<file path="config.mk">
export PLATFORM = sky130hd
export DESIGN_NAME = gpr_merge
export DESIGN_NICKNAME = d
export VERILOG_FILES = /design/src/hdl/gpr_pkg.sv /design/src/hdl/gpr_merge.sv
export SDC_FILE = /design/constraint.sdc
export NUM_CORES = 1
export LEC_CHECK = 0
export ABC_AREA = 1
export BUFFER_PORTS_ARGS = -buffer_cell sky130_fd_sc_hd__buf_2
export CAP_MARGIN = 20
export CORE_ASPECT_RATIO = 1.4
export CORE_UTILIZATION = 29
export CTS_CLUSTER_SIZE = 8
export DETAILED_ROUTE_END_ITERATION = 12
export GPL_TIMING_DRIVEN = 0
export PLACE_DENSITY_LB_ADDON = 0.12
export SYNTH_ARGS = -nofsm -noshare
export SYNTH_HDL_FRONTEND = slang
export SYNTH_SLANG_ARGS = --single-unit
</file>
<file path="constraint.sdc">
create_clock -name clk -period 1.76 [get_ports clk]
set_clock_uncertainty 0.2 [all_clocks]
set_input_delay 0.176 -clock clk [delete_from_list [all_inputs] [get_ports clk]]
set_output_delay 0.176 -clock clk [all_outputs]
set_load 0.02 [all_outputs]
</file>
<file path="src/hdl/gpr_pkg.sv">
// ----------------------------------------------------------------------------
// gpr_pkg
// Shared types, constants and small helper functions for the gamepad report
// conditioner: register indexes, hat codes, deadzone tables and lane bundles.
// ----------------------------------------------------------------------------
package gpr_pkg;

  // full-scale stick deflection
  localparam int unsigned AXIS_FULL = 32767;

  // register stages in each lane, lane input register through result register
  localparam int unsigned AXIS_LAT = 5;

  // fraction bits of the deadzone reciprocal
  localparam int unsigned RECIP_SHIFT = 30;

  localparam int unsigned CFG_IDX_W  = 2;
  localparam int unsigned CFG_DATA_W = 5;

  typedef enum logic [CFG_IDX_W-1:0] {
    REG_SWAP_AB   = 2'd0,
    REG_SWAP_XY   = 2'd1,
    REG_DEADZONE  = 2'd2,
    REG_INVERT_RY = 2'd3
  } cfg_reg_t;

  localparam logic [4:0] DZ_RESET_PCT = 5'd10;
  localparam logic [4:0] DZ_MAX_PCT   = 5'd30;

  typedef enum logic [3:0] {
    HAT_UP         = 4'd0,
    HAT_UP_RIGHT   = 4'd1,
    HAT_RIGHT      = 4'd2,
    HAT_DOWN_RIGHT = 4'd3,
    HAT_DOWN       = 4'd4,
    HAT_DOWN_LEFT  = 4'd5,
    HAT_LEFT       = 4'd6,
    HAT_UP_LEFT    = 4'd7,
    HAT_CENTRE     = 4'd8
  } hat_t;

  // threshold round(pct * 32767 / 100), saturating above 30 percent
  localparam logic [13:0] DZ_THR [32] = '{
    14'd0,    14'd328,  14'd655,  14'd983,  14'd1311, 14'd1638, 14'd1966, 14'd2294,
    14'd2621, 14'd2949, 14'd3277, 14'd3604, 14'd3932, 14'd4260, 14'd4587, 14'd4915,
    14'd5243, 14'd5570, 14'd5898, 14'd6226, 14'd6553, 14'd6881, 14'd7209, 14'd7536,
    14'd7864, 14'd8192, 14'd8519, 14'd8847, 14'd9175, 14'd9502, 14'd9830, 14'd9830
  };

  // floor(2^30 / (32767 - t)) for each threshold above
  localparam logic [15:0] DZ_RECIP [32] = '{
    16'((2**30) / (32767 - 0)),    16'((2**30) / (32767 - 328)),
    16'((2**30) / (32767 - 655)),  16'((2**30) / (32767 - 983)),
    16'((2**30) / (32767 - 1311)), 16'((2**30) / (32767 - 1638)),
    16'((2**30) / (32767 - 1966)), 16'((2**30) / (32767 - 2294)),
    16'((2**30) / (32767 - 2621)), 16'((2**30) / (32767 - 2949)),
    16'((2**30) / (32767 - 3277)), 16'((2**30) / (32767 - 3604)),
    16'((2**30) / (32767 - 3932)), 16'((2**30) / (32767 - 4260)),
    16'((2**30) / (32767 - 4587)), 16'((2**30) / (32767 - 4915)),
    16'((2**30) / (32767 - 5243)), 16'((2**30) / (32767 - 5570)),
    16'((2**30) / (32767 - 5898)), 16'((2**30) / (32767 - 6226)),
    16'((2**30) / (32767 - 6553)), 16'((2**30) / (32767 - 6881)),
    16'((2**30) / (32767 - 7209)), 16'((2**30) / (32767 - 7536)),
    16'((2**30) / (32767 - 7864)), 16'((2**30) / (32767 - 8192)),
    16'((2**30) / (32767 - 8519)), 16'((2**30) / (32767 - 8847)),
    16'((2**30) / (32767 - 9175)), 16'((2**30) / (32767 - 9502)),
    16'((2**30) / (32767 - 9830)), 16'((2**30) / (32767 - 9830))
  };

  // deadzone settings shared by all axis lanes
  typedef struct packed {
    logic [13:0] thr;
    logic [14:0] div;
    logic [15:0] recip;
  } dz_cfg_t;

  // one report, as the lanes hand it to the merge stage
  typedef struct packed {
    logic [15:0]        buttons;
    hat_t               hat;
    logic signed [15:0] lx;
    logic signed [15:0] ly;
    logic signed [15:0] rx;
    logic signed [15:0] ry;
    logic [7:0]         lt;
    logic [7:0]         rt;
  } report_t;

  function automatic dz_cfg_t dz_cfg_of(input logic [4:0] pct);
    dz_cfg_t c;
    c.thr   = DZ_THR[pct];
    c.div   = 15'(AXIS_FULL) - 15'(DZ_THR[pct]);
    c.recip = DZ_RECIP[pct];
    return c;
  endfunction

  function automatic logic [15:0] swap_buttons(input logic [15:0] b,
                                               input logic swap_ab,
                                               input logic swap_xy);
    logic [15:0] r;
    r = b;
    if (swap_ab) begin
      r[0] = b[1];
      r[1] = b[0];
    end
    if (swap_xy) begin
      r[2] = b[3];
      r[3] = b[2];
    end
    return r;
  endfunction

  // opposite directions cancel before the direction is coded
  function automatic hat_t hat_of(input logic [3:0] dp);
    logic up, dn, rt, lf;
    hat_t h;
    up = dp[0] & ~dp[2];
    dn = dp[2] & ~dp[0];
    rt = dp[1] & ~dp[3];
    lf = dp[3] & ~dp[1];
    case ({up, dn, rt, lf})
      4'b1000: h = HAT_UP;
      4'b1010: h = HAT_UP_RIGHT;
      4'b0010: h = HAT_RIGHT;
      4'b0110: h = HAT_DOWN_RIGHT;
      4'b0100: h = HAT_DOWN;
      4'b0101: h = HAT_DOWN_LEFT;
      4'b0001: h = HAT_LEFT;
      4'b1001: h = HAT_UP_LEFT;
      default: h = HAT_CENTRE;
    endcase
    return h;
  endfunction

endpackage

</file>
<file path="src/hdl/gpr_merge.sv">
// ----------------------------------------------------------------------------
// gpr_merge
// Merge stage: collects the aligned lane results into the output register,
// applies the right stick vertical invert and drives the result strobe.
// ----------------------------------------------------------------------------
module gpr_merge (
  input  logic              clk,
  input  logic              rst_n,
  input  logic              lane_valid,
  input  gpr_pkg::report_t  lane_rpt,
  input  logic              invert_ry,
  output logic              rpt_valid,
  output gpr_pkg::report_t  rpt
);

  logic             valid_r;
  gpr_pkg::report_t rpt_r;
  gpr_pkg::report_t rpt_nxt;

  always_comb begin
    rpt_nxt = lane_rpt;
    if (invert_ry) begin
      rpt_nxt.ry = -lane_rpt.ry;
    end
  end

  always_ff @(posedge clk) begin
    if (!rst_n) begin
      valid_r <= 1'b0;
    end else begin
      valid_r <= lane_valid;
    end
  end

  always_ff @(posedge clk) begin
    rpt_r <= rpt_nxt;
  end

  assign rpt_valid = valid_r;
  assign rpt       = rpt_r;

endmodule

</file>
==> Word level (Yosys, flattened, before mapping) <==
Index checks and enable logic that the tools add are counted.
{ "totals": {"out_inout_bits": 101, "elab_cells": 11, "regBits": 101, "inputBits": 104} }
{ "classes": {"addsub": 1, "mux": 1} }
{ "op_table": {"columns": ["operator", "count"], "rows": [
  ["$mux 16", 1],
  ["$neg 16->16", 1]
]} }

==> Longest topological paths before layout <==
{ "logic_depth": {"word_depth": 2, "ltp_mapped": 9, "depth_no_buf": 9} }

==> Least setup slack after synthesis <==
Ideal clock, no wire load.
{ "synth_timing": {"path_kind": "in2reg", "startpoint": "input lane_rpt[16] in the netlist's numbering", "endpoint": "register rpt_r, in the netlist rpt[30]", "setup_ns": 0.113, "path_stages": 9, "slack_ns": 0.540, "arrival_time_ns": 0.907, "cell_sequence": "inv_1 ha_1 inv_1 nor2_1 nand3_2 nand2_4 nand3_1 nand2_1 nand2_1"} }
{ "synth_rtl": {"columns": ["item", "line", "text"], "rows": [
  ["start: declaration", "gpr_merge.sv:10", "input gpr_pkg::report_t lane_rpt,"],
  ["end signal: assignment", "gpr_merge.sv:36", "rpt_r <= rpt_nxt;"],
  ["end: declaration", "gpr_merge.sv:17", "gpr_pkg::report_t rpt_r;"]
]} }

==> metrics.md <==
| Metric | Value |
|---|---|
| Syn_nets | 304 |
| Initial core utilization | 0.3039 |
| RD Place Congestion | roughly 0.8 |
| Vias | 2463 |
| Mapped cell area | between 2000 and 3000 sq um |
| P_leak | ~0.0025 uW |
| Post-synthesis instance total | 199 |
| Compound-Gate Fraction of Synth Area | 0.01290 |
| Pre-CTS setup slack | ~0.28 ns |
| Post-synth EDFFs | 0 |
| CTS Sinks | ~100 |
| Fin crit period | 1.635 ns |
| CP Cell Sequence | dlygate4sd3_1 > buf_2 > inv_1 > ha_1 > inv_1 > nor2_2 > nand3_2 > nand2_4 > nand3_1 > nand2_1 > nand2_1 |
| CTS root buffer | clkbuf_16 |
| TritonCTS Buffers | 9 |
| Power consumption | around 5200 uW |
| Most frequent cells in the layout | buf_2, dlygate4sd3_1, dfxtp_1, nand2_1, inv_1 |
| CTS Buffer Depth | 2 |
| Main synth FF type | dfxtp_1 |
| Max rail drop VDD | about 0.66 mV |
| Commonest non-fill, non-tap cell in the layout | buf_2 |
| Core Area | about 8300 sq um |
| Synth-to-Final Area Change | 99.01% |
| Largest family of logic cells by synthesized area | simple AND/OR/NAND/NOR gates |
| Row cnt | 39 |
| Placed insts | 504 |
| Final count of pins violating max slew | 0 |
| Setup crit start | lane_rpt[16] |
| Startpoint Class | input port |
| Max Freq | 0.6116 GHz |
| Final non-filler cell total | roughly 620 |
| Worst EP required | roughly 1.8 ns |
| Gr usage total | 0.1834 |
| Clk slew on worst S/H paths | around 0.070 ns |
| Fraction of layout cells with a size suffix above 1 | 0.4415 |
| Post-synth top area share | 0.8020 |
| Final nets | roughly 620 |
| Arr. time, crit path | between 1.5 and 2 ns |
| First-pass GRT wire length | between 10 and 15 mm |
| Final setup vio count | 0 |
| Yosys Warn Count | 0 |
| Seq/Total Area, Yosys | 0.8020 |
| Rel. slew slack | 0.7821 |
| Min-Delay Path Class | input port to flip-flop |
| Die Area | between 9000 and 10000 sq um |
| DR iter-0 viols | a little over 60 |
| Leading area contributor after synthesis | dfxtp_1 |
| Fin crit share | 0.9289 |
| GRT overflow | 0 |
| Worst path slowest cell | dlygate4sd3_1 |
| Port Buffers | slightly above 200 |
| RSZ-0062 raised after global routing | false |
| Wire per inst | 13.34 um |
| Dpl hpwl | 5.413 mm |
| Drt pass-1 iters | 4 |
| Final WS setup | about 0.13 ns |
| Final Util | 0.6048 |
| Simple-gate share of the synthesized area | 0.1246 |
| Crit-path max cell delay | 0.53 ns |
| I/O pins | 205 |
| Final Hold Vio Count | 0 |
| Critical path fanouts, max | 9 |
| Worst hold start | lane_rpt[75] |
| Synth area leaders | dfxtp_1, nand2_1, inv_1 |
| Chip height | around 110 um |
| Synth Area in XOR/XNOR | 0.02084 |
| Vias per inst | 3.953 |
| Critical Setup Path Class | input port to flip-flop |
| Vias in the first global route | approximately 2500 |
| Largest net degree at the start of global routing | 17 |
| Status | completed |
| Synth Area in Adders | 0.004963 |
| ANT cells | 0 |
| Total negative slack for setup checks | 0 ns |
| Initial antenna violation count | 0 |
| Die W | about 81 um |
| ANT nets after route | 0 |
| Seq cells post-synth | 101 |
| Netlist cell types | 20 |
| Max-Cap Viols | 0 |
| Power density cells | between 1000 and 1500 nW/um^2 |
| CTS tree | yes |
| Drc violations | 0 |
| Detailed Route WL | between 8 and 9 mm |
| Synth async-reset ratio | 0 |
| Worst slew pin tran | roughly 0.32 ns |
| Worst Setup End Kind | flip-flop |
| Mean Syn Cell Area | about 13 sq um |
| Multiplexer area fraction after synthesis | 0 |
| H-tree levels | 3 |
through the flow:
| step | hold slack, ns | cell area, sq um |
|---|---|---|
| floorplan | 0.003717 | 2521 |
| finish | 0.2742 | 5017 |
| detailed placement | 0.07957 | 3665 |
| CTS | 0.2613 | 5015 |
| global route | 0.2678 | 5017 |
| global placement | 0.07882 | 3665 |
state kept, by name (all words and copies together), names as in the netlist:
register	cells
rpt_valid	1
rpt	100
final cells by class:
type	instances	area [sq um]
Timing Repair Buffer	306	2047
Tap cell	102	127.6
Clock buffer	12	266.5
Sequential cell	101	2022
Clock inverter	4	52.55
Buffer	2	31.28
Multi-Input combinational cell	81	414.1
Fill cell	702	3278
Inverter	15	56.30
worst max-delay path, delay by kind of cell:
kind                       cells  cell delay, ns
buffers and inverters          4            0.80
and+or+nand+nor                6            0.53
adders and majority gates      1            0.15
synth_stat cells (2+ instances only):
cell type,number
dfxtp_1,101
inv_1,15
nand2_1,41
nand3_1,6
nand3_2,2
nand3b_1,2
nand4_1,3
nor2_1,11
o21ai_0,2
o21ai_2,2
xnor2_1,3
xor2_1,3
cell families (layout without fill, tap and decap cells):
family / Yosys count / count (layout)
xor+xnor: 6 / 6
buf+inv: 17 / 339
fa+ha+maj: 1 / 1
compound gates: 5 / 5
simple gates: 69 / 69
flops: 101 / 101
final timing paths:
| path | depth (start not counted) | end |
|---|---|---|
| worst min-delay path | 2 | rpt[75]$_DFF_P_ |
| worst max-delay path | 11 | rpt[30]$_DFF_P_ |
per-layer routing:
layer / up-vias / wire length [um] / part of all wire / GRT usage
met1: 1087 / 2861 / 0.34 / 0.1650
li1: 1242 / - / - / -
met4: 0 / 138 / 0.017 / 0.06667
met5: - / 0 / 0 / 0
met3: 10 / 896 / 0.11 / 0.07480
met2: 124 / 4416 / 0.53 / 0.3507
where the power goes:
part,internal (uW),total (uW),switching (uW),leakage [uW]
logic,360,734,374,0.00152
clock network,1220,2040,813,0.000159
registers,2420,2460,31.2,0.000852
total,4010,5230,1220,0.00253
repair_timing:
item,4_1_cts,5_1_grt
hold buffers,103,0
resized for setup,0,1
setup endpoints to repair,0,3
buffers inserted,0,0
hold endpoints to repair,101,0
No activity file was read; power rests on OpenSTA's default activity.
