[src/hdl/gpr_pkg.sv]
// ----------------------------------------------------------------------------
// gpr_pkg
// Shared types, constants and small helper functions for the gamepad report
// conditioner: register indexes, hat codes, deadzone tables and lane bundles.
// ----------------------------------------------------------------------------
package gpr_pkg;

  // full-scale stick deflection
  localparam int unsigned AXIS_FULL = 32767;

  // register stages in each lane, lane input register through result register
  localparam int unsigned AXIS_LAT = 5;

  // fraction bits of the deadzone reciprocal
  localparam int unsigned RECIP_SHIFT = 30;

  localparam int unsigned CFG_IDX_W  = 2;
  localparam int unsigned CFG_DATA_W = 5;

  typedef enum logic [CFG_IDX_W-1:0] {
    REG_SWAP_AB   = 2'd0,
    REG_SWAP_XY   = 2'd1,
    REG_DEADZONE  = 2'd2,
    REG_INVERT_RY = 2'd3
  } cfg_reg_t;

  localparam logic [4:0] DZ_RESET_PCT = 5'd10;
  localparam logic [4:0] DZ_MAX_PCT   = 5'd30;

  typedef enum logic [3:0] {
    HAT_UP         = 4'd0,
    HAT_UP_RIGHT   = 4'd1,
    HAT_RIGHT      = 4'd2,
    HAT_DOWN_RIGHT = 4'd3,
    HAT_DOWN       = 4'd4,
    HAT_DOWN_LEFT  = 4'd5,
    HAT_LEFT       = 4'd6,
    HAT_UP_LEFT    = 4'd7,
    HAT_CENTRE     = 4'd8
  } hat_t;

  // threshold round(pct * 32767 / 100), saturating above 30 percent
  localparam logic [13:0] DZ_THR [32] = '{
    14'd0,    14'd328,  14'd655,  14'd983,  14'd1311, 14'd1638, 14'd1966, 14'd2294,
    14'd2621, 14'd2949, 14'd3277, 14'd3604, 14'd3932, 14'd4260, 14'd4587, 14'd4915,
    14'd5243, 14'd5570, 14'd5898, 14'd6226, 14'd6553, 14'd6881, 14'd7209, 14'd7536,
    14'd7864, 14'd8192, 14'd8519, 14'd8847, 14'd9175, 14'd9502, 14'd9830, 14'd9830
  };

  // floor(2^30 / (32767 - t)) for each threshold above
  localparam logic [15:0] DZ_RECIP [32] = '{
    16'((2**30) / (32767 - 0)),    16'((2**30) / (32767 - 328)),
    16'((2**30) / (32767 - 655)),  16'((2**30) / (32767 - 983)),
    16'((2**30) / (32767 - 1311)), 16'((2**30) / (32767 - 1638)),
    16'((2**30) / (32767 - 1966)), 16'((2**30) / (32767 - 2294)),
    16'((2**30) / (32767 - 2621)), 16'((2**30) / (32767 - 2949)),
    16'((2**30) / (32767 - 3277)), 16'((2**30) / (32767 - 3604)),
    16'((2**30) / (32767 - 3932)), 16'((2**30) / (32767 - 4260)),
    16'((2**30) / (32767 - 4587)), 16'((2**30) / (32767 - 4915)),
    16'((2**30) / (32767 - 5243)), 16'((2**30) / (32767 - 5570)),
    16'((2**30) / (32767 - 5898)), 16'((2**30) / (32767 - 6226)),
    16'((2**30) / (32767 - 6553)), 16'((2**30) / (32767 - 6881)),
    16'((2**30) / (32767 - 7209)), 16'((2**30) / (32767 - 7536)),
    16'((2**30) / (32767 - 7864)), 16'((2**30) / (32767 - 8192)),
    16'((2**30) / (32767 - 8519)), 16'((2**30) / (32767 - 8847)),
    16'((2**30) / (32767 - 9175)), 16'((2**30) / (32767 - 9502)),
    16'((2**30) / (32767 - 9830)), 16'((2**30) / (32767 - 9830))
  };

  // deadzone settings shared by all axis lanes
  typedef struct packed {
    logic [13:0] thr;
    logic [14:0] div;
    logic [15:0] recip;
  } dz_cfg_t;

  // one report, as the lanes hand it to the merge stage
  typedef struct packed {
    logic [15:0]        buttons;
    hat_t               hat;
    logic signed [15:0] lx;
    logic signed [15:0] ly;
    logic signed [15:0] rx;
    logic signed [15:0] ry;
    logic [7:0]         lt;
    logic [7:0]         rt;
  } report_t;

  function automatic dz_cfg_t dz_cfg_of(input logic [4:0] pct);
    dz_cfg_t c;
    c.thr   = DZ_THR[pct];
    c.div   = 15'(AXIS_FULL) - 15'(DZ_THR[pct]);
    c.recip = DZ_RECIP[pct];
    return c;
  endfunction

  function automatic logic [15:0] swap_buttons(input logic [15:0] b,
                                               input logic swap_ab,
                                               input logic swap_xy);
    logic [15:0] r;
    r = b;
    if (swap_ab) begin
      r[0] = b[1];
      r[1] = b[0];
    end
    if (swap_xy) begin
      r[2] = b[3];
      r[3] = b[2];
    end
    return r;
  endfunction

  // opposite directions cancel before the direction is coded
  function automatic hat_t hat_of(input logic [3:0] dp);
    logic up, dn, rt, lf;
    hat_t h;
    up = dp[0] & ~dp[2];
    dn = dp[2] & ~dp[0];
    rt = dp[1] & ~dp[3];
    lf = dp[3] & ~dp[1];
    case ({up, dn, rt, lf})
      4'b1000: h = HAT_UP;
      4'b1010: h = HAT_UP_RIGHT;
      4'b0010: h = HAT_RIGHT;
      4'b0110: h = HAT_DOWN_RIGHT;
      4'b0100: h = HAT_DOWN;
      4'b0101: h = HAT_DOWN_LEFT;
      4'b0001: h = HAT_LEFT;
      4'b1001: h = HAT_UP_LEFT;
      default: h = HAT_CENTRE;
    endcase
    return h;
  endfunction

endpackage

[src/hdl/gpr_axis_lane.sv]
// ----------------------------------------------------------------------------
// gpr_axis_lane
// One stick axis: saturate, apply the inner deadzone and rescale the rest of
// the travel to full range, dividing by reciprocal multiply plus correction.
// ----------------------------------------------------------------------------
module gpr_axis_lane (
  input  logic                clk,
  input  gpr_pkg::dz_cfg_t    dz_cfg,
  input  logic signed [15:0]  axis_in,
  output logic signed [15:0]  axis_out
);

  // stage 1: magnitude and sign
  logic [15:0] neg_val;
  logic [14:0] mag_nxt;
  logic [14:0] mag_s1_r;
  logic        neg_s1_r;

  assign neg_val = 16'(~axis_in + 16'sd1);
  assign mag_nxt = axis_in[15] ?
                   ((axis_in == 16'sh8000) ? 15'h7FFF : neg_val[14:0]) :
                   axis_in[14:0];

  always_ff @(posedge clk) begin
    mag_s1_r <= mag_nxt;
    neg_s1_r <= axis_in[15];
  end

  // stage 2: deadzone test and numerator (m - t) * 32767 + d / 2
  logic [14:0] diff;
  logic [29:0] num_nxt;
  logic        zero_nxt;
  logic [29:0] num_s2_r;
  logic        zero_s2_r;
  logic        neg_s2_r;

  assign zero_nxt = (mag_s1_r <= {1'b0, dz_cfg.thr});
  assign diff     = mag_s1_r - {1'b0, dz_cfg.thr};
  assign num_nxt  = ({diff, 15'd0} - {15'd0, diff}) + {16'd0, dz_cfg.div[14:1]};

  always_ff @(posedge clk) begin
    num_s2_r  <= num_nxt;
    zero_s2_r <= zero_nxt;
    neg_s2_r  <= neg_s1_r;
  end

  // stage 3: quotient estimate, never above the true quotient nor two below
  logic [45:0] prod;
  logic [15:0] qe_s3_r;
  logic [29:0] num_s3_r;
  logic        zero_s3_r;
  logic        neg_s3_r;

  assign prod = 46'(num_s2_r) * 46'(dz_cfg.recip);

  always_ff @(posedge clk) begin
    qe_s3_r   <= prod[45:gpr_pkg::RECIP_SHIFT];
    num_s3_r  <= num_s2_r;
    zero_s3_r <= zero_s2_r;
    neg_s3_r  <= neg_s2_r;
  end

  // stage 4: estimate times divisor
  logic [30:0] qd_nxt;
  logic [30:0] qd_s4_r;
  logic [15:0] qe_s4_r;
  logic [29:0] num_s4_r;
  logic        zero_s4_r;
  logic        neg_s4_r;

  assign qd_nxt = 31'(qe_s3_r) * 31'(dz_cfg.div);

  always_ff @(posedge clk) begin
    qd_s4_r   <= qd_nxt;
    qe_s4_r   <= qe_s3_r;
    num_s4_r  <= num_s3_r;
    zero_s4_r <= zero_s3_r;
    neg_s4_r  <= neg_s3_r;
  end

  // stage 5: one-step correction, clamp and sign
  logic [30:0]        rem;
  logic [15:0]        q;
  logic [14:0]        q_sat;
  logic signed [15:0] res_nxt;
  logic signed [15:0] res_s5_r;

  always_comb begin
    rem   = {1'b0, num_s4_r} - qd_s4_r;
    q     = (rem >= {16'd0, dz_cfg.div}) ? qe_s4_r + 16'd1 : qe_s4_r;
    q_sat = q[15] ? 15'h7FFF : q[14:0];
    if (zero_s4_r) begin
      res_nxt = '0;
    end else if (neg_s4_r) begin
      res_nxt = -$signed({1'b0, q_sat});
    end else begin
      res_nxt = $signed({1'b0, q_sat});
    end
  end

  always_ff @(posedge clk) begin
    res_s5_r <= res_nxt;
  end

  assign axis_out = res_s5_r;

endmodule

[config.mk]
export PLATFORM = sky130hd
export DESIGN_NAME = gpr_axis_lane
export DESIGN_NICKNAME = d
export VERILOG_FILES = /design/src/hdl/gpr_pkg.sv /design/src/hdl/gpr_axis_lane.sv
export SDC_FILE = /design/constraint.sdc
export NUM_CORES = 2
export LEC_CHECK = 0
export BUFFER_PORTS_ARGS = -buffer_cell sky130_fd_sc_hd__buf_2
export CAP_MARGIN = 5
export CORE_UTILIZATION = 45
export CTS_BUF_LIST = sky130_fd_sc_hd__clkbuf_8
export CTS_CLUSTER_DIAMETER = 30
export CTS_CLUSTER_SIZE = 10
export DETAILED_ROUTE_END_ITERATION = 10
export PLACE_DENSITY_LB_ADDON = 0.05
export SETUP_SLACK_MARGIN = 0.5
export SLEW_MARGIN = 30
export SYNTH_ARGS = -nofsm -noshare
export SYNTH_HDL_FRONTEND = slang
export SYNTH_SLANG_ARGS = --single-unit
[constraint.sdc]
create_clock -name clk -period 11.58 [get_ports clk]
set_clock_uncertainty 0.2 [all_clocks]
set_input_delay 1.737 -clock clk [delete_from_list [all_inputs] [get_ports clk]]
set_output_delay 1.737 -clock clk [all_outputs]
set_load 0.01 [all_outputs]
## Word-level counts from Yosys, hierarchy flattened

Index checks and enable logic that the tools add are counted.

- Flip-flop bits (word level): 191
- Input bits: 62
- Output and inout port bits: 16
- Logic and storage cells: 36

- $add $sub $neg: 7
- Multipliers: 2
- $lt $le $gt $ge: 2
- Equality and inequality tests: 1
- Muxes and demuxes: 5
- Bitwise logic cells: 2
- Reduce and logical (&&, ||, !) cells: 1

Operators with widths:

| operator | number |
|---|---|
| $mux W15 | 4 |
| $mul A30 B16 Y46 | 1 |
| $ge A31 B15 Y1 | 1 |
| $mul A16 B15 Y31 | 1 |
| $sub A30 B31 Y31 | 1 |
| $add A30 B14 Y30 | 1 |
| $sub A30 B15 Y30 | 1 |
| $add A16 B1 Y16 const B | 1 |
| $eq A16 B16 Y1 const B | 1 |
| $mux W16 | 1 |
| $neg A15 Y16 | 1 |
| $add A15 B2 Y15 const B | 1 |
| $le A15 B14 Y1 | 1 |
| $not A15 Y15 | 1 |
| $sub A15 B14 Y15 | 1 |
| $reduce_or A2 Y1 | 1 |
| $not A1 Y1 | 1 |

## Longest topological paths before layout

- Depth after elaboration: 6
- Gate-level depth with buffers: 29
- Gate-level depth less buffers: 27

## Worst setup path before layout

OpenSTA, ideal clock, no wires.

- Path type: input-to-reg
- Start: input dz_cfg[1] (netlist name)
- End: register qe_s3_r[15]
- Arrival: 8.364 ns
- Required time: 11.308 ns
- Slack: 2.944 ns
- Stages on the path: 27
- Path through: clkbuf_1 -> clkbuf_1 -> nand2_1 -> fa_1 -> fa_1 -> fa_1 -> inv_1 -> fa_1 -> fa_1 -> inv_1 -> fa_1 -> inv_1 -> ha_1 -> o21a_1 -> o21a_1 -> o2111ai_1 -> o22ai_1 -> a31oi_1 -> o221ai_1 -> o41ai_1 -> o21ai_0 -> o21a_1 -> o21a_1 -> nor2_1 -> o2111ai_1 -> a31oi_1 -> xnor2_1

- Word-level cells in the longest chain between the ends: 1

Ends and longest elaborated chain:

| item | RTL line | text |
|---|---|---|
| from (decl) | gpr_axis_lane.sv:8 | `input gpr_pkg::dz_cfg_t dz_cfg,` |
| $mul A30 B16 Y46 | gpr_axis_lane.sv:54 | `assign prod = 46'(num_s2_r) * 46'(dz_cfg.recip);` |
| via prod[45] | gpr_axis_lane.sv:48 | `logic [45:0] prod;` |
| to (signal assigned) | gpr_axis_lane.sv:57 | `qe_s3_r <= prod[45:gpr_pkg::RECIP_SHIFT];` |
| to (decl) | gpr_axis_lane.sv:49 | `logic [15:0] qe_s3_r;` |

The timed path passes the listed nets, and every way through them passes these cells.
A chain may end at the register's enable or synchronous reset.

## Worst setup path after layout

- Start: input dz_cfg[7] (netlist name)
- End: register qe_s3_r[15]

The elaborated chain is that of the path after synthesis.

==> results.sh <==
export IMPL_synthAdderAreaFrac=0.486
export IMPL_ys_warn_count=0
export IMPL_synth_nets=4378
export IMPL_reg2reg_from="num_s2_r[5]$_DFF_P_"
export IMPL_synth_xor_area_frac=0.0356
export IMPL_wire_per_inst_um=19.9
export IMPL_drv_slew=0
export IMPL_synth_edf_count=0
export IMPL_syn2layout_area_growth_pct=5.65
export IMPL_root_buffer="clkbuf_8"
export IMPL_synth_cells=3458
export IMPL_syn_area_per_cell_um2=8.95
export IMPL_synthesis_area_mm2=0.0309
export IMPL_critPathKind="input port to register"
export IMPL_clock_path_buffers=2
export IMPL_vias=23000
export IMPL_startpoint_type="input port"
export IMPL_cts_buffers_inserted=17
export IMPL_numPortBuffers=77
export IMPL_finalSetupViolations=0
export IMPL_hold_viol_final=0
export IMPL_synth_distinct_cells=86
export IMPL_yosys_area_top_type="fa_1"
export IMPL_die_h_um=264
export IMPL_rsz0062_at_grt="false"
export IMPL_hold_class="register to register"
export IMPL_cts_resized=0
export IMPL_synth_top_area_share=0.370
export IMPL_end_kind="register"
export IMPL_grt_usage=0.261
export IMPL_startpoint="dz_cfg[7]"
export IMPL_core_area_mm2=0.0676
export IMPL_finalSetupTns_ns=0
export IMPL_clock_sinks=191
export IMPL_yosysMostFrequentCell="inv_1"
export IMPL_via_per_inst=5.29
export IMPL_ys_seq_elements=191
export IMPL_cap_violations=0
export IMPL_gp_congestion=0.850
export IMPL_ys_seq_area_frac=0.124
export IMPL_synth_top_family_by_area="adder cells"
export IMPL_synthTopCellsByCount="inv_1, fa_1, nand2_1"
export IMPL_final_nets=4388
export IMPL_dp_hpwl_mm=65.0
export IMPL_fmax_ghz=0.106
export IMPL_worst_pin_slew_ns=1.04
export IMPL_cp_required_ns=11.81
export IMPL_synth_compound_area_frac=0.0739
export IMPL_grt_pass1_wl_mm=140
export IMPL_grt_max_degree=31
export IMPL_die_w_um=264
export IMPL_outcome="complete, no violations"
export IMPL_clkLatencyLatePin_ns=0.50
export IMPL_overflow=0
export IMPL_fin_crit_sh=0.812
export IMPL_timing_slew_headroom=0.303
export IMPL_cp_max_fo=30
export IMPL_dieArea_mm2=0.0698
export IMPL_drc_errors=0
export IMPL_dr_pass1_iters=7
export IMPL_totalWireLength_mm=86.7
export IMPL_ant_nets=0
export IMPL_drtIter0Drc=1518
export IMPL_holdBufCountCts=0
export IMPL_initial_core_util=0.457
export IMPL_synth_top_flop_cell="dfxtp_1"
export IMPL_synth_async_sr_flop_share=0
export IMPL_fin_crit_ns=9.40
export IMPL_arrival_ns=9.63
export IMPL_rows=95
export IMPL_drive_gt1_frac=0.0575
export IMPL_fillers=6489
export IMPL_yosys_top_cells_area="fa_1, dfxtp_1, ha_1"
export IMPL_synthMuxAreaShare=0.00336
export IMPL_io_pins=78
export IMPL_grt_pass1_vias=24800
export IMPL_htree_levels=4
export IMPL_clk_pin_slew_worst_paths_ns=0.10
export IMPL_antenna_found_initial=11
export IMPL_postCtsSetupBuffers=0
export IMPL_cts_tree="built"
export IMPL_synthSimpleGateAreaFrac=0.175
export IMPL_min_from="num_s3_r[20]$_DFF_P_"
final timing paths:
kind                                             end  slack, ns  depth (start not counted)
worst max-delay path             qe_s3_r[15]$_DFF_P_       2.18                         28
worst min-delay path            num_s4_r[20]$_DFF_P_       0.13                          0
worst max register to register   qe_s3_r[15]$_DFF_P_       2.87                         28
worst min register to register  num_s4_r[20]$_DFF_P_       0.13                          0
state kept, by name, indices dropped and copies added (netlist names), 15 cells and up:
name and count:
mag_s1_r 15, num_s2_r 30, qe_s4_r 16, axis_out 16
num_s3_r 30, qd_s4_r 31, qe_s3_r 16, num_s4_r 30
cell families after synthesis:
kind of cell,count (synthesis)
and+or+nand+nor,1105
DFF,191
xor gates and xnor gates,123
muxes,10
AOI/OAI and AO/OA,327
adders and majority gates,858
buffers and inverters,844
layer usage:
metal / up-vias / share of wire / GRT usage
met5: - / 0.00067 / 0.00485
met4: 4 / 0.022 / 0.0629
met2: 706 / 0.45 / 0.413
met1: 11600 / 0.45 / 0.366
li1: 10600 / - / -
met3: 109 / 0.072 / 0.0539
worst max-delay path, cell delays in order:
cell,delay [ns]
buf_2,0.60
nand2_1,0.17
fa_1,0.57
inv_1,0.05
fa_1,0.50
inv_1,0.06
fa_1,0.53
inv_1,0.05
fa_1,0.45
fa_1,0.49
inv_1,0.05
fa_1,0.47
inv_1,0.04
ha_1,0.26
o21a_1,0.19
o21a_1,0.16
o2111ai_1,0.21
o22ai_1,0.14
a31oi_1,0.37
o221ai_1,0.33
o41ai_1,0.60
o21ai_0,0.29
o21a_1,0.25
o21a_1,0.18
nor2_1,0.23
o2111ai_1,0.24
a31oi_1,0.24
xnor2_1,0.15
final cells by class:
class                           count  area (um2)  share of cell area
Multi-Input combinational cell   2423       23900               0.732
Sequential cell                   191        3820               0.117
Inverter                          712        2670              0.0818
Tap cell                          873        1090              0.0334
Timing Repair Buffer              123         731              0.0224
Clock buffer                       18         248             0.00758
Clock inverter                     14         165             0.00505
Antenna cell                        5        12.5            0.000383
cells in the final DEF, fill, tap and decap left out, types with 8 or more instances in the layout:
cell type  netlist  final
inv_1          712    712
fa_1           572    572
nand2_1        513    513
and2_1         317    317
ha_1           286    286
dfxtp_1        191    191
a21oi_1         98     98
nor2_1          81     81
buf_2            4     77
xnor2_1         76     76
o21ai_0         53     53
buf_4            0     46
xor2_1          44     44
nand3_1         40     40
nor3_1          34     34
a21o_1          31     31
and3_1          21     21
o21a_1          20     20
clkbuf_8         0     18
nand4_1         17     17
or3_1           16     16
nor2b_1         14     14
a211oi_1        13     13
o31ai_1         11     11
a31oi_1         10     10
or2_2            9      9
nand2b_1         9      9
o21bai_1         8      8
per-stage QoR:
| step | hold WS [ns] | area [um2] | cells | setup slack [ns] | utilization |
|---|---|---|---|---|---|
| 5_1_grt | 0.135 | 32700 | 4355 | 1.55 | 0.483 |
| 6_report | 0.130 | 32700 | 4359 | 2.18 | 0.483 |
| 3_3_place_gp | 0.110 | 32300 | 4322 | 1.79 | 0.477 |
| 2_1_floorplan | 0.110 | 30900 | 3458 | 2.94 | - |
| 3_5_place_dp | 0.112 | 32300 | 4322 | 1.63 | 0.477 |
| 4_1_cts | 0.128 | 32700 | 4354 | 2.16 | 0.483 |
Power is not shown: default switching activity piles up to over one toggle a cycle in this logic, so the estimate is an artifact.
