<file path="config.mk">
export PLATFORM = sky130hd
export DESIGN_NAME = gpr_trig_lane
export DESIGN_NICKNAME = d
export VERILOG_FILES = /design/src/hdl/gpr_pkg.sv /design/src/hdl/gpr_trig_lane.sv
export SDC_FILE = /design/constraint.sdc
export NUM_CORES = 1
export LEC_CHECK = 0
export ABC_CLOCK_PERIOD_IN_PS = 5150
export BUFFER_PORTS_ARGS = -buffer_cell sky130_fd_sc_hd__buf_4
export CAP_MARGIN = 20
export CORE_MARGIN = 8
export CORE_UTILIZATION = 54
export CTS_CLUSTER_DIAMETER = 40
export CTS_CLUSTER_SIZE = 25
export DETAILED_ROUTE_END_ITERATION = 10
export PLACE_DENSITY = 0.82
export SLEW_MARGIN = 20
export SYNTH_ARGS = -nofsm -noshare
export SYNTH_HDL_FRONTEND = slang
export SYNTH_SLANG_ARGS = --single-unit
</file>
<file path="constraint.sdc">
create_clock -name clk -period 5.15 [get_ports clk]
set_input_delay 0.2575 -clock clk [delete_from_list [all_inputs] [get_ports clk]]
set_output_delay 0.2575 -clock clk [all_outputs]
set_load 0.005 [all_outputs]
</file>
<file path="src/hdl/gpr_pkg.sv">
// ----------------------------------------------------------------------------
// gpr_pkg
// Shared types, constants and small helper functions for the gamepad report
// conditioner: register indexes, hat codes, deadzone tables and lane bundles.
// ----------------------------------------------------------------------------
package gpr_pkg;

  // full-scale stick deflection
  localparam int unsigned AXIS_FULL = 32767;

  // register stages in each lane, lane input register through result register
  localparam int unsigned AXIS_LAT = 5;

  // fraction bits of the deadzone reciprocal
  localparam int unsigned RECIP_SHIFT = 30;

  localparam int unsigned CFG_IDX_W  = 2;
  localparam int unsigned CFG_DATA_W = 5;

  typedef enum logic [CFG_IDX_W-1:0] {
    REG_SWAP_AB   = 2'd0,
    REG_SWAP_XY   = 2'd1,
    REG_DEADZONE  = 2'd2,
    REG_INVERT_RY = 2'd3
  } cfg_reg_t;

  localparam logic [4:0] DZ_RESET_PCT = 5'd10;
  localparam logic [4:0] DZ_MAX_PCT   = 5'd30;

  typedef enum logic [3:0] {
    HAT_UP         = 4'd0,
    HAT_UP_RIGHT   = 4'd1,
    HAT_RIGHT      = 4'd2,
    HAT_DOWN_RIGHT = 4'd3,
    HAT_DOWN       = 4'd4,
    HAT_DOWN_LEFT  = 4'd5,
    HAT_LEFT       = 4'd6,
    HAT_UP_LEFT    = 4'd7,
    HAT_CENTRE     = 4'd8
  } hat_t;

  // threshold round(pct * 32767 / 100), saturating above 30 percent
  localparam logic [13:0] DZ_THR [32] = '{
    14'd0,    14'd328,  14'd655,  14'd983,  14'd1311, 14'd1638, 14'd1966, 14'd2294,
    14'd2621, 14'd2949, 14'd3277, 14'd3604, 14'd3932, 14'd4260, 14'd4587, 14'd4915,
    14'd5243, 14'd5570, 14'd5898, 14'd6226, 14'd6553, 14'd6881, 14'd7209, 14'd7536,
    14'd7864, 14'd8192, 14'd8519, 14'd8847, 14'd9175, 14'd9502, 14'd9830, 14'd9830
  };

  // floor(2^30 / (32767 - t)) for each threshold above
  localparam logic [15:0] DZ_RECIP [32] = '{
    16'((2**30) / (32767 - 0)),    16'((2**30) / (32767 - 328)),
    16'((2**30) / (32767 - 655)),  16'((2**30) / (32767 - 983)),
    16'((2**30) / (32767 - 1311)), 16'((2**30) / (32767 - 1638)),
    16'((2**30) / (32767 - 1966)), 16'((2**30) / (32767 - 2294)),
    16'((2**30) / (32767 - 2621)), 16'((2**30) / (32767 - 2949)),
    16'((2**30) / (32767 - 3277)), 16'((2**30) / (32767 - 3604)),
    16'((2**30) / (32767 - 3932)), 16'((2**30) / (32767 - 4260)),
    16'((2**30) / (32767 - 4587)), 16'((2**30) / (32767 - 4915)),
    16'((2**30) / (32767 - 5243)), 16'((2**30) / (32767 - 5570)),
    16'((2**30) / (32767 - 5898)), 16'((2**30) / (32767 - 6226)),
    16'((2**30) / (32767 - 6553)), 16'((2**30) / (32767 - 6881)),
    16'((2**30) / (32767 - 7209)), 16'((2**30) / (32767 - 7536)),
    16'((2**30) / (32767 - 7864)), 16'((2**30) / (32767 - 8192)),
    16'((2**30) / (32767 - 8519)), 16'((2**30) / (32767 - 8847)),
    16'((2**30) / (32767 - 9175)), 16'((2**30) / (32767 - 9502)),
    16'((2**30) / (32767 - 9830)), 16'((2**30) / (32767 - 9830))
  };

  // deadzone settings shared by all axis lanes
  typedef struct packed {
    logic [13:0] thr;
    logic [14:0] div;
    logic [15:0] recip;
  } dz_cfg_t;

  // one report, as the lanes hand it to the merge stage
  typedef struct packed {
    logic [15:0]        buttons;
    hat_t               hat;
    logic signed [15:0] lx;
    logic signed [15:0] ly;
    logic signed [15:0] rx;
    logic signed [15:0] ry;
    logic [7:0]         lt;
    logic [7:0]         rt;
  } report_t;

  function automatic dz_cfg_t dz_cfg_of(input logic [4:0] pct);
    dz_cfg_t c;
    c.thr   = DZ_THR[pct];
    c.div   = 15'(AXIS_FULL) - 15'(DZ_THR[pct]);
    c.recip = DZ_RECIP[pct];
    return c;
  endfunction

  function automatic logic [15:0] swap_buttons(input logic [15:0] b,
                                               input logic swap_ab,
                                               input logic swap_xy);
    logic [15:0] r;
    r = b;
    if (swap_ab) begin
      r[0] = b[1];
      r[1] = b[0];
    end
    if (swap_xy) begin
      r[2] = b[3];
      r[3] = b[2];
    end
    return r;
  endfunction

  // opposite directions cancel before the direction is coded
  function automatic hat_t hat_of(input logic [3:0] dp);
    logic up, dn, rt, lf;
    hat_t h;
    up = dp[0] & ~dp[2];
    dn = dp[2] & ~dp[0];
    rt = dp[1] & ~dp[3];
    lf = dp[3] & ~dp[1];
    case ({up, dn, rt, lf})
      4'b1000: h = HAT_UP;
      4'b1010: h = HAT_UP_RIGHT;
      4'b0010: h = HAT_RIGHT;
      4'b0110: h = HAT_DOWN_RIGHT;
      4'b0100: h = HAT_DOWN;
      4'b0101: h = HAT_DOWN_LEFT;
      4'b0001: h = HAT_LEFT;
      4'b1001: h = HAT_UP_LEFT;
      default: h = HAT_CENTRE;
    endcase
    return h;
  endfunction

endpackage

</file>
<file path="src/hdl/gpr_trig_lane.sv">
// ----------------------------------------------------------------------------
// gpr_trig_lane
// One trigger: clamp negatives and scale to a byte, round(v * 255 / 32767),
// then delay so the byte lines up with the axis lanes.
// ----------------------------------------------------------------------------
module gpr_trig_lane (
  input  logic               clk,
  input  logic signed [15:0] trig_in,
  output logic [7:0]         byte_out
);

  localparam int unsigned PAD = gpr_pkg::AXIS_LAT - 2;

  logic [14:0] v_s1_r;

  always_ff @(posedge clk) begin
    v_s1_r <= trig_in[15] ? 15'd0 : trig_in[14:0];
  end

  // x / 32767 is x >> 15 or one more
  logic [22:0] x;
  logic [7:0]  qe;
  logic [22:0] rem;
  logic [7:0]  q;
  logic [7:0]  byte_s2_r;
  logic [7:0]  pad_r [PAD];

  always_comb begin
    x   = ({v_s1_r, 8'd0} - {8'd0, v_s1_r}) + 23'd16383;
    qe  = x[22:15];
    rem = (x - {qe, 15'd0}) + {15'd0, qe};
    q   = (rem >= 23'(gpr_pkg::AXIS_FULL)) ? qe + 8'd1 : qe;
  end

  always_ff @(posedge clk) begin
    byte_s2_r <= q;
    pad_r[0]  <= byte_s2_r;
    for (int i = 1; i < PAD; i++) begin
      pad_r[i] <= pad_r[i-1];
    end
  end

  assign byte_out = pad_r[PAD-1];

endmodule

</file>
* Word-level counts from Yosys, hierarchy flattened *
Memories as Yosys holds them, arrays and structs flattened.
Index checks and enable logic that the tools add are counted.

storage, ports and cells
  bits in writable memories = 24
  output and inout bits = 8
  memories kept = 1
  logic and storage cells = 10
  register bits = 23

memory list
  memory  words  bits a word  read ports  clocked after memory_dff  write ports  line                 source
  pad_r   3      8            3           0                         3            gpr_trig_lane.sv:26  logic [7:0] pad_r [PAD];

cells by class
  order comparisons = 1
  muxes and demuxes = 1
  add/subtract/negate cells = 5

operators by type and width
  kind                                                                                   number
  23-bit by 14-bit adder with 23-bit output, second input constant                       1
  23-bit by 8-bit adder with 23-bit output                                               1
  23-bit by 15-bit greater-or-equal comparator with 1-bit output, second input constant  1
  23-bit by 15-bit subtractor with 23-bit output                                         1
  23-bit subtractor                                                                      1
  8-bit by 1-bit adder with 8-bit output, second input constant                          1
  8-bit 2-to-1 mux                                                                       1

* Depth between registers and ports, before layout *
Gate-level depths: netlist of run 1.

  word-level depth = 6
  gate-level depth with buffers = 25

* Worst setup path before layout of run 1 *
Ideal clock, no wire load.

  path kind = register to register
  from = register v_s1_r[9]
  to = register byte_s2_r[5]
  setup time = 0.129 ns
  cell stages (with the launch flop) = 25
  setup slack = -0.006 ns
  data required time = 5.021 ns
  path buffers = 0
  data arrival time = 5.027 ns
  period minus slack after synthesis = 5.156 ns
  path through = dfxtp_1 > inv_1 > ha_1 > ha_1 > inv_1 > fa_1 > nor2b_1 > o31a_1 > o31a_1 > o311a_1 > o21ai_0 > a21oi_1 > xor2_1 > nand2b_1 > nand2_1 > ha_1 > a21o_1 > or3_1 > o22ai_1 > and3_2 > o211ai_2 > or3_4 > o21ai_4 > o2111ai_2 > xnor2_1

on the way
  cells in the longest elaborated chain, start to end = 6
  elaborated cells between the ends (all ways) = 7

RTL lines
  element                                                         line                 source
  start, declared                                                 gpr_trig_lane.sv:14  logic [14:0] v_s1_r;
  start signal, assigned                                          gpr_trig_lane.sv:17  v_s1_r <= trig_in[15] ? 15'd0 : trig_in[14:0];
  23-bit by 15-bit subtractor with 23-bit output (*)              gpr_trig_lane.sv:29  x = ({v_s1_r, 8'd0} - {8'd0, v_s1_r}) + 23'd16383;
  23-bit by 14-bit adder with 23-bit output (*)                   gpr_trig_lane.sv:29
  23-bit subtractor                                               gpr_trig_lane.sv:31  rem = (x - {qe, 15'd0}) + {15'd0, qe};
  23-bit by 8-bit adder with 23-bit output                        gpr_trig_lane.sv:31
  23-bit by 15-bit greater-or-equal comparator with 1-bit output  gpr_trig_lane.sv:32  q = (rem >= 23'(gpr_pkg::AXIS_FULL)) ? qe + 8'd1 : qe;
  8-bit 2-to-1 mux (*)                                            gpr_trig_lane.sv:32
  net q[5]                                                        gpr_trig_lane.sv:24  logic [7:0] q;
  end signal, assigned                                            gpr_trig_lane.sv:36  byte_s2_r <= q;
  end, declared                                                   gpr_trig_lane.sv:25  logic [7:0] byte_s2_r;

Mark *: on every way through the listed nets, which the timed path passes. The rest lies on a longest branch.
A chain may end at the register's enable or synchronous reset.

* Worst setup path in the final report of run 1 *
  from = register v_s1_r[8]
  to = register byte_s2_r[5]

Same word-level chain as after synthesis.

==> results.md, run 1 <==
- Status: complete, but fails checks
- Violated checks: negative setup slack
- PortBufs: 24
- Setup_tns: -0.467 ns
- Placed cell area: 0.00357 mm²
- Grt total ovfl: 0
- Global-route wire length before repair: about 12000 µm
- CTS tree: built
- Post-DRT Antenna Nets: 0
- Fraction of layout cells with a size suffix above 1: 0.399
- Final WL: 8420 µm
- Syn Nets: approximately 380
- Largest net degree at the start of global routing: 17
- Fillers: 344
- Via count: 2786
- Critical path peak fanout: 7
- Mapped cell area: roughly 0.003 mm²
- Yosys warns: 0
- Static leakage: roughly 1.8 nW
- Final Slew Violations: 0
- Clock transition at path regs: 0.10 ns
- Rows: 27
- Gp weighted congestion: 0.923
- Max Cap Violations: 0
- Most frequent cells in the layout: buf_4, dfxtp_1, inv_1
- Max Root-Sink Buffers: 2
- Skew-Pair Late Insertion Delay: 0.30 ns
- Synth Register Bits: 47
- Hold Crit Class: in2reg
- Die H: about 90 µm
- Dpl ws: -0.309 ns
- Top cell type by total area after synthesis: dfxtp_1
- Crit. End Element: register
- Dominant cells by area after synthesis: dfxtp_1, ha_1, inv_1, nor2b_1, xnor2_1
- Clock Tree Root: clkbuf_8
- DR pass1 iterations: 5
- Vias in the first global route: 2591
- Period utilisation layout: 1.02
- Critical path class: reg2reg
- Tmin final: 5.23 ns
- Via-to-Cell Ratio: 5.85
- Most common cell after layout, fill and taps aside: buf_4
- Iter 0 DRT Violations: around 200
- Final hold slack: roughly 0.16 ns
- Core Region: 0.00544 mm²
- Wire per inst: 17.7 µm
- Post-synthesis sequential area ratio: 0.315
- HPWL Detailed: 5440 µm
- F_max: 0.191 GHz
- Post-layout nets: 461
- P&R area growth vs syn: 36.7%
- Cell Pwr Density: roughly 430 mW/mm²
- Worst Path Required: 5.34 ns
- Starting Density: 0.549
- Clock Skew: 0.00948 ns
- CTS buffer count: 5
- Finished Layout Cells: 476
- Initial antenna violation count: 0
- Placed cell count: between 400 and 500
- I/O pin cnt: 25
- Worst Tran Pin Value: about 0.9 ns
- Most common flop cell mapped by yosys: dfxtp_1
- Critical Path Start Type: register
- Slew HR: 0.368
- DIE AREA: 0.00817 mm²
- Total GRT Usage: 0.172
- Clk sinks: 47
- H-tree depth: 2
- # setup viols final: 8
- Share of the synthesized area in the top cell type: 0.315
- Ys async rst share: 0
- Distinct cell type count after synthesis: 61
- Diodes inserted: 0
- DRC: 0
- Fin. Hold Viols: 0
- RSZ-0062 raised after global routing: true
- Crit path DAT: 5.43 ns
- Post-synth EDFFs: 0
- Final Cell Area: a little over 0.004 mm²
- Syn Inst Count: 321
- Worst setup margin: -0.0840 ns
- Peak VDD IR: approximately 0.32 mV
- Syn avg cell area: a little over 9 µm²
- Chip Width: 90.4 µm
cell usage after synthesis (4+ instances only):
| cell type | n |
|---|---|
| a211oi_1 | 5 |
| buf_4 | 9 |
| o21ai_0 | 11 |
| a21o_1 | 4 |
| xnor2_1 | 12 |
| inv_1 | 34 |
| dfxtp_1 | 47 |
| nand3_1 | 5 |
| nand2_1 | 13 |
| nand2b_1 | 7 |
| nand4_1 | 4 |
| nor3_1 | 6 |
| o21a_1 | 11 |
| ha_1 | 40 |
| nor2_1 | 10 |
| xor2_1 | 10 |
| a21oi_1 | 17 |
| nor2b_1 | 17 |
cell families (layout without fill, tap and decap cells):
logic type / after synthesis / count (layout) / share of synthesized area
AOI/OAI and AO/OA: 81 / 81 / 0.215
xor gates and xnor gates: 22 / 22 / 0.0645
adders and majority gates: 41 / 41 / 0.174
buffers and inverters: 46 / 129 / 0.0691
DFF: 47 / 47 / 0.315
muxes: 1 / 1 / 0.00335
and+or+nand+nor: 83 / 83 / 0.158
layout make-up:
class / instances / area (µm²) / area share
sequential: 47 / 951 / 0.233
multi-input combinational: 228 / 2150 / 0.526
inverter: 34 / 128 / 0.0312
timing repair buffer: 87 / 653 / 0.160
clock inverter: 3 / 46.3 / 0.0113
clock buffer: 5 / 68.8 / 0.0169
tap: 72 / 90.1 / 0.0221
path summary, 6_finish.rpt:
path / endpoint / slack (ns) / start / depth (start not counted)
min: v_s1_r[11] / 0.16 / trig_in[11] / 2
max: byte_s2_r[5] / -0.08 / v_s1_r[8] / 24
max reg2reg: byte_s2_r[5] / -0.08 / v_s1_r[8] / 24
min reg2reg: pad_r[0][20] / 0.33 / pad_r[0][12] / 0
per-stage QoR:
stage | power, mW | utilization
floorplan | 1.05 | -
global placement | 1.29 | 0.657
detailed placement | 1.32 | 0.657
CTS | 1.62 | 0.689
global route | 1.86 | 0.751
finish | 1.75 | 0.751
what timing repair did:
action	in CTS	in global routing
gates resized for setup	9	50
setup buffers	2	9
setup endpoints to repair	8	8
pin swaps	6	31
gates cloned	0	0
hold buffers	0	0
layer usage:
layer  vias to the layer above  GRT usage  wire length (µm)
met4                         0     0.0513               386
met2                       134      0.304              4230
met5                         -          0                 0
met1                      1317      0.194              3230
li1                       1294          -                 -
met3                        41     0.0507               581
power breakdown:
part           internal, mW  switching, mW
combinational         0.484          0.489
clock                 0.146          0.131
sequential            0.474         0.0311
total                  1.10          0.651
flip-flops by register name, summed over array words and instances (netlist names):
name	cells
v_s1_r	15
byte_s2_r	8
pad_r	24
worst max-delay path, cell delays in order (launching register included):
cell       delay (ns)
dfxtp_2          0.36
inv_1            0.08
ha_1             0.19
ha_2             0.17
buf_4            0.14
a211oi_4         0.27
o21ai_2          0.13
a2111oi_4        0.39
o31ai_1          0.12
a21oi_1          0.23
o21bai_1         0.13
a21oi_2          0.18
xnor2_2          0.17
ha_2             0.32
inv_2            0.07
ha_4             0.14
a21o_1           0.18
a21o_1           0.18
a211oi_2         0.10
a2111oi_2        0.39
o2111ai_1        0.17
or3_4            0.41
o21ai_4          0.27
o2111ai_2        0.16
xnor2_1          0.15
Power figures use the tool's default switching activity.
==> run 2: changes to the inputs <==
- ABC_AREA: unset -> 1
- CORE_UTILIZATION: 54 -> 55
- PLACE_DENSITY: 0.82 -> 0.83
- SKIP_LAST_GASP: unset -> 1
==> results.md, run 2 <==
- Status: complete, no violations (was complete, but fails checks)
- CTS tree: built (unchanged)
- Worst r2r src: v_s1_r[9] (was v_s1_r[8])
- Cell-internal power: 1.01 mW (was 1.10 mW)
- Final hold slack: 0.155 ns (was 0.156 ns)
- RSZ-0062 raised after global routing: false (was true)
- Yosys warns: 0 (unchanged)
- Crit. End Element: register (unchanged)
- Iter 0 DRT Violations: 140 (was 199)
- Max Cap Violations: 0 (unchanged)
- Worst Path Required: 5.33 ns (was 5.34 ns)
- Clock transition at path regs: 0.09 ns (was 0.10 ns)
- Top cell type by total area after synthesis: dfxtp_1 (unchanged)
- DR pass1 iterations: 4 (was 5)
- Share of the synthesized area in the top cell type: 0.268 (was 0.315)
- Most common cell in the netlist: nand2_1 (was dfxtp_1)
- Global-route wire length before repair: 13400 µm (was 11700 µm)
- F_max: 0.242 GHz (was 0.191 GHz)
- Max Root-Sink Buffers: 2 (unchanged)
- Chip Width: 95.8 µm (was 90.4 µm)
- Critical path class: reg2reg (unchanged)
- Initial antenna violation count: 0 (unchanged)
- Wire per inst: 12.3 µm (was 17.7 µm)
- CTS buffer count: 5 (unchanged)
- Synth Register Bits: 47 (unchanged)
- R2R depth: 29 (was 24)
- DRC: 0 (unchanged)
- PortBufs: 24 (unchanged)
- Hold Crit Class: in2reg (unchanged)
- Mapped cell area: 0.00350 mm² (was 0.00299 mm²)
- Post-layout nets: 615 (was 461)
- Clk sinks: 47 (unchanged)
- Most frequent cells in the layout: nand2_1, inv_1, dfxtp_1 (was buf_4, dfxtp_1, inv_1)
- H-tree depth: 2 (unchanged)
- Sequential Power Share: 0.320 (was 0.288)
- Grt total ovfl: 0 (unchanged)
- Via-to-Cell Ratio: 5.08 (was 5.85)
- Ys async rst share: 0 (unchanged)
- Via count: 3223 (was 2786)
- Worst Tran Pin Value: 0.347 ns (was 0.924 ns)
- Slew HR: 0.766 (was 0.368)
- Diodes inserted: 0 (unchanged)
- Distinct cell type count after synthesis: 27 (was 61)
- Syn avg cell area: 6.55 µm² (was 9.30 µm²)
- P&R area growth vs syn: 9.85% (was 36.7%)
- Most used cell, CP: nand2_1
- I/O pin cnt: 25 (unchanged)
- Critical Path Start Type: register (unchanged)
- Psw: 679 µW (was 651 µW)
- Starting Density: 0.562 (was 0.549)
- Cell Pwr Density: 440 mW/mm² (was 430 mW/mm²)
- Top cells by count, synth: nand2_1, inv_1, dfxtp_1 (was dfxtp_1, ha_1, inv_1)
- Fillers: 592 (was 344)
- Peak VDD IR: 0.338 mV (was 0.323 mV)
- # setup viols final: 0 (was 8)
- CP top delay family: simple AND/OR/NAND/NOR gates (was compound AO/OA/AOI/OAI gates)
- Hold EP: v_s1_r[5] (was v_s1_r[11])
- Core Region: 0.00624 mm² (was 0.00544 mm²)
- Post-DRT Antenna Nets: 0 (unchanged)
- Final Slew Violations: 0 (unchanged)
- Die H: 95.8 µm (was 90.4 µm)
- Most common flop cell mapped by yosys: dfxtp_1 (unchanged)
- Hold Crit Start: trig_in[5] (was trig_in[11])
- Fin. Hold Viols: 0 (unchanged)
- Flop-to-flop setup slack: 1.02 ns (was -0.08 ns)
- Syn Inst Count: 535 (was 321)
- Largest register FFs: 24 (unchanged)
- Total GRT Usage: 0.184 (was 0.172)
- Number of buffers and inverters on the critical path: 6 (was 3)
- Dominant cells by area after synthesis: dfxtp_1, nand2_1, ha_1, inv_1, nand3_1 (was dfxtp_1, ha_1, inv_1, nor2b_1, xnor2_1)
- RR Endpoint: byte_s2_r[1] (was byte_s2_r[5])
- Vias in the first global route: 3150 (was 2591)
- HPWL Detailed: 6390 µm (was 5440 µm)
- Largest net degree at the start of global routing: 16 (was 17)
- Hold path cells: 3 (was 2)
- Post-CTS Setup Bufs: 0 (was 2)
- Most common cell after layout, fill and taps aside: nand2_1 (was buf_4)
- CTS resizes: 0 (was 9)
- DIE AREA: 0.00918 mm² (was 0.00817 mm²)
- Tmin final: 4.13 ns (was 5.23 ns)
- Period utilisation layout: 0.802 (was 1.02)
- Static leakage: 2.23 nW (was 1.77 nW)
- Critical path peak fanout: 9 (was 7)
- Syn Nets: 593 (was 379)
- Clock Power Share: 0.185 (was 0.158)
- Fraction of layout cells with a size suffix above 1: 0.113 (was 0.399)
- Setup_tns: 0 ns (was -0.467 ns)
- Post-synth EDFFs: 0 (unchanged)
- Rows: 29 (was 27)
- Final Core Density: 0.617 (was 0.751)
- Worst setup margin: 1.02 ns (was -0.0840 ns)
- Post-synthesis sequential area ratio: 0.268 (was 0.315)
- Clock Tree Root: clkbuf_8 (unchanged)
- Largest regs: pad_r x24, v_s1_r x15, byte_s2_r x8 (unchanged)
- Crit path DAT: 4.32 ns (was 5.43 ns)
- Gp weighted congestion: 1.00 (was 0.923)
- CP max-delay cell: fa_1 (was or3_4)
- Worst path max stage delay: 0.41 ns (about the same)
- Cts-stage hold buffer count: 0 (unchanged)
- Gate power share: 0.495 (was 0.554)
- Sw Share: 0.401 (was 0.371)
- Reg with most FFs: pad_r (unchanged)
- Final WL: 7790 µm (was 8420 µm)
- Clock Skew: 0.00573 ns (was 0.00948 ns)
- Skew-Pair Late Insertion Delay: 0.30 ns (about the same)
- Dpl ws: 1.15 ns (was -0.309 ns)
## run 2: cells by family after synthesis
logic type,Yosys count,share of synthesized area
and+or+nand+nor,299,0.381
AOI/OAI and AO/OA,18,0.0303
xor gates and xnor gates,14,0.0393
buffers and inverters,116,0.133
DFF,47,0.268
adders and majority gates,41,0.149
## run 2: tightest hold or removal path: cells and delay by family
kind	cells	cell delay [ns]
buffers and inverters	2	0.10
AND/OR/NAND/NOR	1	0.06
## run 2: final cells by class
cell class | instances | area [µm²] | share of cell area
Sequential cell | 47 | 941 | 0.244
Clock inverter | 2 | 60.1 | 0.0156
Clock buffer | 6 | 72.6 | 0.0188
Inverter | 107 | 402 | 0.104
Tap cell | 77 | 96.3 | 0.0250
Multi-Input combinational cell | 372 | 2100 | 0.545
Timing Repair Buffer | 24 | 180 | 0.0468
## run 2: how the worst max path moves through the flow
stage / start / end / slack [ns] / depth (start not counted)
after global routing: v_s1_r[9] / byte_s2_r[1] / 0.72 / 29
after CTS: v_s1_r[9] / byte_s2_r[1] / 1.06 / 29
final: v_s1_r[9] / byte_s2_r[1] / 1.02 / 29
after detailed placement: v_s1_r[9] / byte_s2_r[1] / 1.15 / 29
after floorplan: v_s1_r[9] / byte_s2_r[4] / 1.71 / 29
after global placement: v_s1_r[9] / byte_s2_r[2] / 1.19 / 29
## run 2: power by group through the flow
stage	Sequential [mW]	Combinational (mW)	Clock, mW
after detailed placement	0.549	0.821	0
final	0.542	0.839	0.313
after CTS	0.543	0.834	0.323
after floorplan	0.535	0.671	0
after global routing	0.557	0.956	0.337
after global placement	0.544	0.807	0
## run 2: per-layer routing
layer	global-route usage	vias up	share of wire
met5	0	-	0
met4	0.0909	0	0.036
met3	0.0328	23	0.050
met2	0.324	90	0.47
met1	0.208	1434	0.44
li1	-	1676	-
## run 2: stage by stage
stage               instance area, µm²  total power, mW  cells
floorplan                         3500             1.21    535
global placement                  3720             1.35    627
detailed placement                3720             1.37    627
CTS                               3850             1.70    635
global route                      3850             1.85    635
finish                            3850             1.69    635
==> run 3: changes to the inputs <==
- ABC_CLOCK_PERIOD_IN_PS: 5150 -> 3430
- clock period: 5.15 -> 3.43 ns (I/O delays scaled with it)
==> results.md, run 3 (same netlist as run 2, synthesis figures left out) <==
- Status: complete, but fails checks (was complete, no violations)
- Violated checks: negative setup slack
- DRC: 0 (unchanged)
- Fillers: 349 (was 592)
- Worst setup margin: -0.473 ns (was 1.02 ns)
- Final Slew Violations: 0 (unchanged)
- Crit path DAT: 4.10 ns (was 4.32 ns)
- Hold Crit Start: trig_in[12] (was trig_in[5])
- Largest regs: pad_r x24, v_s1_r x15, byte_s2_r x8 (unchanged)
- Max Cap Violations: 0 (unchanged)
- Post-layout nets: 703 (was 615)
- Fraction of layout cells with a size suffix above 1: 0.418 (was 0.113)
- Fin. Hold Viols: 0 (unchanged)
- Max Root-Sink Buffers: 2 (unchanged)
- Reg with most FFs: pad_r (unchanged)
- Worst Path Required: 3.62 ns (was 5.33 ns)
- Wire per inst: 19.4 µm (was 12.3 µm)
- Global-route wire length before repair: 19200 µm (was 13400 µm)
- Chip Width: 95.8 µm (unchanged)
- Die H: 95.8 µm (unchanged)
- Cell Pwr Density: 651 mW/mm² (was 440 mW/mm²)
- Core Region: 0.00624 mm² (unchanged)
- H-tree depth: 2 (unchanged)
- Cell-internal power: 1.86 mW (was 1.01 mW)
- Starting Density: 0.562 (unchanged)
- Clock Tree Root: clkbuf_8 (unchanged)
- Tmin final: 3.90 ns (was 4.13 ns)
- HPWL Detailed: 7420 µm (was 6390 µm)
- Clk sinks: 47 (unchanged)
- Total GRT Usage: 0.265 (was 0.184)
- Skew-Pair Late Insertion Delay: 0.31 ns (was 0.30 ns)
- Post-DRT Antenna Nets: 0 (unchanged)
- Worst r2r src: v_s1_r[14] (was v_s1_r[9])
- Via-to-Cell Ratio: 5.89 (was 5.08)
- Sequential Power Share: 0.248 (was 0.320)
- Initial antenna violation count: 0 (unchanged)
- Clock Skew: 0.00834 ns (was 0.00573 ns)
- Rows: 29 (unchanged)
- CTS buffer count: 5 (unchanged)
- DIE AREA: 0.00918 mm² (unchanged)
- Static leakage: 2.75 nW (was 2.23 nW)
- DR pass1 iterations: 6 (was 4)
- F_max: 0.256 GHz (was 0.242 GHz)
- Diodes inserted: 0 (unchanged)
- Iter 0 DRT Violations: 534 (was 140)
- Gate power share: 0.627 (was 0.495)
- Sw Share: 0.446 (was 0.401)
- Via count: 4260 (was 3223)
- P&R area growth vs syn: 47.3% (was 9.85%)
- I/O pin cnt: 25 (unchanged)
- Grt total ovfl: 0 (unchanged)
- Psw: 1.50 mW (was 679 µW)
- Critical path peak fanout: 8 (was 9)
- Largest register FFs: 24 (unchanged)
- Most common cell after layout, fill and taps aside: nand2_1 (unchanged)
- Clock transition at path regs: 0.09 ns (about the same)
- Peak VDD IR: 0.677 mV (was 0.338 mV)
- CTS tree: built (unchanged)
- Largest net degree at the start of global routing: 16 (unchanged)
- Final WL: 14000 µm (was 7790 µm)
- Clock Power Share: 0.125 (was 0.185)
- Worst Tran Pin Value: 0.412 ns (was 0.347 ns)
- Critical path class: reg2reg (unchanged)
- # setup viols final: 8 (was 0)
- Most frequent cells in the layout: nand2_1, buf_4, inv_1 (was nand2_1, inv_1, dfxtp_1)
- Period utilisation layout: 1.14 (was 0.802)
- Vias in the first global route: 4071 (was 3150)
- Slew HR: 0.725 (was 0.766)
- Crit. End Element: register (unchanged)
- Placed cell area: 0.00429 mm² (was 0.00372 mm²)
- RSZ-0062 raised after global routing: true (was false)
- Final Cell Area: 0.00516 mm² (was 0.00385 mm²)
- Worst setup path startpoint: v_s1_r[14] (was v_s1_r[9])
- Final Core Density: 0.827 (was 0.617)
- Hold Crit Class: in2reg (unchanged)
- PortBufs: 24 (unchanged)
- Gp weighted congestion: 0.974 (was 1.00)
- Critical Path Start Type: register (unchanged)
## run 3: repair_timing
action                     in CTS  in global routing
resized for setup              85                 59
gates cloned                    2                  0
setup endpoints to repair       8                  8
hold buffers                    0                  0
buffers inserted                7                  5
pin swaps                      51                 47
## run 3: path summary, 6_finish.rpt
check | endpoint | slack, ns | cells past startpoint
min | v_s1_r[12] | 0.06 | 3
min reg2reg | pad_r[0][15] | 0.33 | 0
max reg2reg | byte_s2_r[3] | -0.47 | 25
max | byte_s2_r[3] | -0.47 | 25
## run 3: layout make-up
class                   count  area [µm²]  share of cell area
clock inverters             3        43.8             0.00848
inverters                 107         404              0.0783
repair buffers            110         838               0.162
multi-input cells         374        2760               0.534
flip-flops and latches     47         953               0.185
well taps                  77        96.3              0.0187
clock buffers               5        68.8              0.0133
## run 3: critical path, stage by stage, from the launching register on
cell     delay, ns
dfxtp_1       0.45
ha_4          0.17
inv_2         0.04
ha_4          0.27
buf_4         0.14
nand2_2       0.10
nor2_2        0.34
nand3_4       0.13
nand4_1       0.18
nand2_4       0.09
nand2_4       0.09
nand2_2       0.08
ha_4          0.29
nand2_2       0.09
nand2_2       0.08
inv_2         0.06
nand2_2       0.07
inv_2         0.08
nand2_2       0.07
nand3_2       0.07
nand2_2       0.10
xor2_4        0.19
nor2_4        0.29
nand2_8       0.12
nand2_1       0.09
nand2_1       0.09
## run 3: per-stage QoR
stage / hold WS, ns / TNS (ns) / power (mW) / setup slack, ns / cells
floorplan: 0.243 / 0 / 1.82 / 0.0369 / 535
global placement: 0.310 / -2.13 / 2.26 / -0.268 / 701
detailed placement: 0.312 / -2.75 / 2.32 / -0.352 / 701
CTS: 0.0730 / -0.496 / 2.95 / -0.0673 / 718
global route: 0.0649 / -4.08 / 3.52 / -0.550 / 723
finish: 0.0642 / -3.42 / 3.36 / -0.473 / 723
## run 3: power by group through the flow
stage / clock [mW] / sequential, mW / combinational, mW
finish: 0.420 / 0.834 / 2.11
global route: 0.441 / 0.846 / 2.23
CTS: 0.404 / 0.817 / 1.73
detailed placement: 0 / 0.827 / 1.49
global placement: 0 / 0.817 / 1.44
floorplan: 0 / 0.803 / 1.02
## run 3: routing by layer
layer	global-route usage	up-vias	wire length, µm
met4	0.165	0	902
li1	-	1855	-
met5	0	-	0
met2	0.474	362	6610
met3	0.0562	108	1490
met1	0.278	1935	5030
